==> config.mk <==
export PLATFORM = sky130hd
export DESIGN_NAME = fnvbf_mod
export DESIGN_NICKNAME = d
export VERILOG_FILES = /design/src/sv/bloom_filter_fnv_double_hash_macros.svh /design/src/sv/fnvbf_pkg.sv /design/src/sv/fnvbf_mod.sv
export SDC_FILE = /design/constraint.sdc
export NUM_CORES = 1
export LEC_CHECK = 0
export BUFFER_PORTS_ARGS = -buffer_cell sky130_fd_sc_hd__buf_2
export CAP_MARGIN = 20
export CORE_ASPECT_RATIO = 0.5
export CORE_MARGIN = 2
export CORE_UTILIZATION = 45
export DETAILED_ROUTE_END_ITERATION = 8
export PLACE_DENSITY = 0.65
export SLEW_MARGIN = 20
export SYNTH_ARGS = -nofsm -noshare
export SYNTH_HDL_FRONTEND = slang
export SYNTH_SLANG_ARGS = --single-unit
==> constraint.sdc <==
create_clock -name clk -period 3.15 [get_ports clk]
set_input_delay 0.1575 -clock clk [delete_from_list [all_inputs] [get_ports clk]]
set_output_delay 0.1575 -clock clk [all_outputs]
set_load 0.03 [all_outputs]
==> src/sv/bloom_filter_fnv_double_hash_macros.svh <==
// Assertion macros shared by the Bloom filter RTL.
// No dependencies; included by files that carry concurrent assertions.
`ifndef BLOOM_FILTER_FNV_DOUBLE_HASH_MACROS_SVH
`define BLOOM_FILTER_FNV_DOUBLE_HASH_MACROS_SVH
`ifndef ASSERT_OFF
`define BFD_ASSERT(lbl, clk, rstn, prop) \
	lbl: assert property (@(posedge clk) disable iff (!rstn) prop) \
		else $error("bloom filter assertion failed");
`define BFD_ASSERT_NORST(lbl, clk, prop) \
	lbl: assert property (@(posedge clk) prop) \
		else $error("bloom filter assertion failed");
`else
`define BFD_ASSERT(lbl, clk, rstn, prop)
`define BFD_ASSERT_NORST(lbl, clk, prop)
`endif
`endif

==> src/sv/fnvbf_pkg.sv <==
// Package for the FNV double-hash Bloom filter: constants, codes, types, mix function.
// No dependencies.
package fnvbf_pkg;

	localparam int STORE_WORDS = 2048;
	localparam int WORD_AW = 11;

	localparam logic [16:0] MAX_BITS = 17'd65536;
	localparam logic [4:0] MAX_HASHES = 5'd16;
	localparam logic [31:0] FNV_PRIME = 32'd16777619;
	localparam logic [31:0] FNV_BASIS = 32'd2166136261;

	// input item kinds
	localparam logic [1:0] KIND_ADD = 2'd0;
	localparam logic [1:0] KIND_TEST = 2'd1;
	localparam logic [1:0] KIND_WRITE = 2'd2;
	localparam logic [1:0] KIND_READ = 2'd3;

	// result kinds
	localparam logic [1:0] ANS_ADD = 2'd0;
	localparam logic [1:0] ANS_TEST = 2'd1;
	localparam logic [1:0] ANS_READ = 2'd2;

	// configuration register indexes
	localparam logic CFG_BIT_COUNT = 1'b0;
	localparam logic CFG_HASH_COUNT = 1'b1;

	localparam logic [2:0] MIX_LAST_ROUND = 3'd4;

	typedef enum logic [3:0] {
		S_CLEAR,
		S_IDLE,
		S_HASH,
		S_MIX,
		S_MULB,
		S_MOD,
		S_RD,
		S_RDW,
		S_WRD,
		S_DONE
	} state_t;

	typedef struct packed {
		logic        start;
		logic [31:0] dividend;
		logic [16:0] divisor;
	} mod_req_t;

	typedef struct packed {
		logic        done;
		logic [15:0] rem;
	} mod_rsp_t;

	// one shift-add or shift-xor round of the mixer
	function automatic logic [31:0] mix_round(input logic [31:0] v, input logic [2:0] r);
		logic [31:0] res;
		case (r)
			3'd0: res = v + (v << 13);
			3'd1: res = v ^ (v >> 7);
			3'd2: res = v + (v << 3);
			3'd3: res = v ^ (v >> 17);
			default: res = v + (v << 5);
		endcase
		return res;
	endfunction

endpackage

==> src/sv/fnvbf_mod.sv <==
// Restoring remainder unit: 32-bit dividend modulo a 17-bit divisor, one bit per cycle.
// Depends on fnvbf_pkg.
module fnvbf_mod (
	input  logic               clk,
	input  logic               arst_n,
	input  fnvbf_pkg::mod_req_t req,
	output fnvbf_pkg::mod_rsp_t rsp
);

	logic        busy_q;
	logic        done_q;
	logic [4:0]  cnt_q;
	logic [31:0] num_q;
	logic [15:0] rem_q;
	logic [16:0] div_q;
	logic [16:0] trial;
	logic        fits;

	// shift in the next dividend bit and try the subtraction
	assign trial = {rem_q, num_q[31]};
	assign fits = trial >= div_q;

	always_ff @(posedge clk or negedge arst_n) begin
		if (!arst_n) begin
			busy_q <= 1'b0;
			done_q <= 1'b0;
			cnt_q <= '0;
		end else begin
			done_q <= 1'b0;
			if (req.start) begin
				busy_q <= 1'b1;
				cnt_q <= '0;
			end else if (busy_q) begin
				cnt_q <= cnt_q + 5'd1;
				if (cnt_q == 5'd31) begin
					busy_q <= 1'b0;
					done_q <= 1'b1;
				end
			end
		end
	end

	// datapath
	always_ff @(posedge clk) begin
		if (req.start) begin
			num_q <= req.dividend;
			div_q <= req.divisor;
			rem_q <= '0;
		end else if (busy_q) begin
			num_q <= num_q << 1;
			rem_q <= fits ? 16'(trial - div_q) : trial[15:0];
		end
	end

	assign rsp.done = done_q;
	assign rsp.rem = rem_q;

endmodule

==> Yosys cells after proc, flatten, opt, wreduce, memory -nomap -nowiden <==
Cells that the tools add are included.
{ "totals": {"memories": 0, "mem_bits_ro": 0, "register_bits": 72, "in_bits": 52, "ramBits": 0, "latch_bits": 0} }
{ "classes": {"n_reduce_logical": 1, "n_eq_ne": 1, "n_bitwise": 0, "mul": 0, "shifts": 0, "div": 0, "n_addsub": 2, "magnitude_cmp": 1, "muxes": 11} }
{ "ops": {"columns": ["op", "n"], "rows": [
  ["32-bit two-way mux", 2],
  ["17-bit greater-or-equal comparator", 1],
  ["16-bit two-way mux", 1],
  ["16-bit subtractor", 1],
  ["5-bit two-way mux", 2],
  ["1-bit two-way mux", 6],
  ["5-bit by 1-bit adder with 5-bit output (second input constant)", 1],
  ["5-bit == test (second input constant)", 1],
  ["2-bit nonzero test", 1]
]} }

==> Longest topological paths before layout <==
{ "logic_depth": {"depth_word": 4, "ltp_mapped": 10, "depth_no_buf": 10} }

==> Worst setup path before layout <==
Ideal clock, no wire load.
{ "synth_path": {"path_kind": "register to register", "startpoint": "register rem_q[6]", "endpoint": "register rem_q[9]", "n_path_buf": 2, "path_stages_with_launch": 10, "synth_period_minus_slack_ps": 2324, "slack_ps": 826, "arrival_time_ps": 2233, "cell_sequence": "dfxtp_1 ha_1 buf_4 and2_4 a211oi_2 o21ai_2 o32ai_4 buf_4 nand2_1 a311oi_1"} }
{ "synth_between": {"elab_chain_cells": 2, "word_cells_on_any_way": 3, "classes_between": "add/sub (1); order compare (1); mux (1)"} }
{ "synth_rtl": {"columns": ["item", "line", "rtl"], "rows": [
  ["start: declaration", "fnvbf_mod.sv:14", "logic [15:0] rem_q;"],
  ["start signal: assignment", "fnvbf_mod.sv:51", "rem_q <= fits ? 16'(trial - div_q) : trial[15:0];"],
  ["16-bit subtractor or 17-bit greater-or-equal comparator (tied branches)", "fnvbf_mod.sv:51, fnvbf_mod.sv:21", null],
  ["16-bit two-way mux *", "fnvbf_mod.sv:51", null]
]} }
Mark *: on every way between the ends. The rest lies on a longest branch, timed or not.
A chain may end at the register's enable or synchronous reset.

==> Final worst setup path <==
{ "layout_path": {"startpoint": "register num_q[31]", "endpoint": "register rem_q[14]"} }
{ "layout_between": {"elab_chain_cells": 2, "word_cells_on_any_way": 3, "classes_between": "add/sub (1); order compare (1); mux (1)"} }
{ "layout_rtl": {"columns": ["item", "line", "rtl"], "rows": [
  ["start: declaration", "fnvbf_mod.sv:13", "logic [31:0] num_q;"],
  ["start signal: assignment", "fnvbf_mod.sv:46", "num_q <= req.dividend;"],
  ["start signal: assignment", "fnvbf_mod.sv:50", "num_q <= num_q << 1;"],
  ["16-bit subtractor or 17-bit greater-or-equal comparator (tied branches)", "fnvbf_mod.sv:51, fnvbf_mod.sv:21", null],
  ["16-bit two-way mux *", "fnvbf_mod.sv:51", null]
]} }
Marked as above.

==> results.txt <==
----------------------------------------------------
[Worst setup path]
  Delay contributed by the slowest stage of the critical path ... 0.44 ns
  Highest-delay cell along the critical path ... sky130_fd_sc_hd__a311oi_1
  Required time worst endpoint ... 3.36 ns
  Largest delay share family, worst path ... compound AO/OA/AOI/OAI gates
  Worst Path Arrival ... 3.03 ns
  Peak fanout along the critical path ... 5
  Startpoint type of the worst setup path ... flop
  Critical Path, Cell by Cell ... inv_1 > ha_1 > inv_1 > fa_1 > a21oi_1 > o2111ai_1 > a311oi_1 > nor3_1 > nor3_1 > o31ai_1
  Path type of the worst setup path ... reg -> reg
  Number of buffers and inverters on the critical path ... 2
  Element type at the critical path end ... flop

[Routing]
  Average detailed-routed wire length per instance ... between 10 and 15 um
  Length of the first detailed-routing pass in iterations ... 4
  Avg Vias per Cell ... 5.21
  Vias after detailed routing ... 2768
  DR iter-0 viols ... 205
  Post-route DRC ... 0
  Antenna violation net count after detailed routing ... 0
  Detailed Route WL ... 7860 um

[Synth]
  Synth cell types ... 54
  Post-Syn Area per Cell ... 11.7 um2
  Number of flops mapped to enable cells by yosys ... 49
  Post-synthesis async set-or-reset flop share ... 0.0972
  Synthesized netlist cell count ... 326
  Sequential share of the synthesized area ... 0.516
  Number of warning messages in the yosys log ... 0
  Synth Net Count ... 398
  Leading cell types by total area after synthesis ... sky130_fd_sc_hd__edfxtp_1 (39%), sky130_fd_sc_hd__mux2_2 (9.2%), sky130_fd_sc_hd__dfxtp_1 (8.4%), sky130_fd_sc_hd__ha_1 (6.2%), sky130_fd_sc_hd__dfrtp_1 (4.6%)
  Flops & latches, synth ... 72
  Post-synthesis cell type with the largest combined area ... sky130_fd_sc_hd__edfxtp_1
  Post-synthesis instance area ... 3810 um2
  Synth top area share ... 0.386
  Flip-flop cell with the highest count after synthesis ... sky130_fd_sc_hd__edfxtp_1

[STA]
  Setup Total Neg Slack ... 0 ns
  Count of final setup violators ... 0
  Period Utilization, post-route ... 0.894
  Transition time of the tightest slew-check pin ... 0.530 ns
  Final Hold Viols ... 0
  Count of final max-slew check failures ... 0
  Final period demand of the worst path ... 2.82 ns
  Max-Slew Margin vs Limit ... 0.646
  Tightest hold margin ... between 0.1 and 0.15 ns
  Maximum clock rate ... 355 MHz
  RSZ-0062 raised after global routing ... false
  Clock skew after layout ... 0.00940 ns

[CTS]
  TritonCTS clock tree ... built
  Clock slew seen by the registers of the worst setup and hold paths ... ~0.060 ns
  Sink count of the clock tree ... between 70 and 80
  Maximum level of the CTS H-tree ... 3
  Clock network latency to the later pin of the worst-skew pair ... around 0.34 ns
  TritonCTS buffer count ... 9
  Root buffer cell ... sky130_fd_sc_hd__clkbuf_16
  Clock Path Buffers ... 2
  Number of instances resized during post-cts repair ... 0
  Setup bufs post-CTS ... 0
  Hold_buf cts ... 18

[Layout]
  Number of non-filler instances in the completed layout ... 531
  Area of combinational cells with multiple inputs ... 1690 um2
  Storage cell area ... 1970 um2
  Final-layout fill cell count ... 729
  Area growth from synthesis to layout ... 24.6%
  Leading cell type in the layout, fill and taps excluded ... sky130_fd_sc_hd__buf_2
  Total number of nets in the final design ... 486
  Share of post-route cells with drive strength above 1 ... 0.303
  Highest-count cells in the layout ignoring fill and taps ... sky130_fd_sc_hd__buf_2 (68), sky130_fd_sc_hd__edfxtp_1 (49), sky130_fd_sc_hd__mux2_2 (31)
  Share of the core filled with cells in the final layout ... 0.585
  Number of antenna diodes ... 0

[Status]
  Status ... completed

[Die]
  Die Y-Extent ... 69.1 um
  Full die area ... 9270 um2
  Number of core rows ... 23
  Initial core utilization ... 0.470
  I/O pin cnt ... 69
  Area of the core region ... 8120 um2
  Overall die width ... between 100 and 150 um

[Pwr]
  P_leak ... 2.12 nW
  Power after layout ... 2.40 mW
  Maximum VDD drop ... between 0.2 and 0.3 mV
  P per Cell Area ... about 500 nW/um2

[Global route]
  First-pass GRT wire length ... between 10000 and 15000 um
  Number of antenna violations at the first check in global routing ... 0
  Grt total ovfl ... 0
  Number of global-route vias before repair ... 2737
  Total track usage ... 0.182
  Maximum number of pins on one net before global-route repair ... 33

[Min path]
  Path type of the worst min-delay path ... in -> reg

[Placement]
  HPWL reported at the end of detailed placement ... about 5500 um
  Final Wtd Congestion ... around 0.86
  Inst Count DP ... 497
  Quantity of I/O buffers inserted on ports ... 68

[Flow run]
  Count of max-cap constraint violations ... 0

----------------------------------------------------
## logic make-up after synthesis
kind of cell    share of synthesized area
buf+inv                            0.0414
mux                                 0.118
compound gates                      0.118
xor+xnor                           0.0276
simple gates                        0.112
flops                               0.516
fa+ha+maj                          0.0676
## metal layers
metal / vias to the layer above / wire length [um] / track usage / part of all wire
li1: 1381 / - / - / -
met1: 1295 / 3790 / 0.254 / 0.48
met3: 14 / 458 / 0.0596 / 0.058
met5: - / 0 / 0 / 0
met2: 78 / 3490 / 0.267 / 0.44
met4: 0 / 122 / 0.0608 / 0.016
## power by group
part	internal, mW	switching [mW]	leakage [nW]
logic	0.134	0.121	1.24
registers	1.08	0.0224	0.727
clock network	0.621	0.418	0.147
total	1.84	0.562	2.12
## synthesized netlist by cell type (5+ instances only)
library cell / n
sky130_fd_sc_hd__mux2i_1: 10
sky130_fd_sc_hd__a21o_1: 7
sky130_fd_sc_hd__nand3_1: 9
sky130_fd_sc_hd__xnor2_1: 6
sky130_fd_sc_hd__edfxtp_1: 49
sky130_fd_sc_hd__nand4_1: 5
sky130_fd_sc_hd__clkbuf_1: 9
sky130_fd_sc_hd__o21a_1: 9
sky130_fd_sc_hd__o21ai_1: 7
sky130_fd_sc_hd__ha_1: 19
sky130_fd_sc_hd__mux2_2: 31
sky130_fd_sc_hd__dfxtp_1: 16
sky130_fd_sc_hd__a211oi_1: 5
sky130_fd_sc_hd__inv_1: 21
sky130_fd_sc_hd__a21oi_1: 6
sky130_fd_sc_hd__dfrtp_1: 7
sky130_fd_sc_hd__nand2_1: 16
sky130_fd_sc_hd__xor2_1: 6
sky130_fd_sc_hd__nor2_1: 24
## worst register-to-register path, cell delays in order (launching register included)
cell and delay [ns]:
sky130_fd_sc_hd__edfxtp_1 0.42, sky130_fd_sc_hd__inv_1 0.08, sky130_fd_sc_hd__ha_1 0.16, sky130_fd_sc_hd__inv_1 0.05, sky130_fd_sc_hd__fa_1 0.42, sky130_fd_sc_hd__a21oi_1 0.27, sky130_fd_sc_hd__o2111ai_1 0.33, sky130_fd_sc_hd__a311oi_1 0.45
sky130_fd_sc_hd__nor3_1 0.09, sky130_fd_sc_hd__nor3_1 0.31, sky130_fd_sc_hd__o31ai_1 0.12
## registers in the layout (all words and copies together) (netlist names)
register / cells
div_q: 17
cnt_q: 5
rem_q: 16
busy_q: 1
num_q: 32
done_q: 1
## through the flow
stage	cell area, um2	setup slack (ns)
finish	4750	0.333
CTS	4750	0.389
floorplan	3810	0.826
detailed placement	4270	0.407
global placement	4270	0.428
global route	4750	0.125
## cell type report
cell class                 instances  share of cell area
clock buffer                       9              0.0474
multi-input combinational        217               0.355
timing repair buffer              93               0.121
clock inverter                     7              0.0163
tap                              112              0.0295
inverter                          21              0.0166
sequential                        72               0.414
## final timing paths
kind / from / end / slack [ns] / cells after the start
max in group asynchronous: arst_n / busy_q / 2.81 / 2
min reg2reg: rem_q[4] / rem_q[4] / 0.48 / 2
min: req[17] / num_q[0] / 0.10 / 2
min in group asynchronous: arst_n / done_q / 0.18 / 2
max reg2reg: num_q[31] / rem_q[14] / 0.33 / 10
max: num_q[31] / rem_q[14] / 0.33 / 10
(Power assumes the default switching activity.)
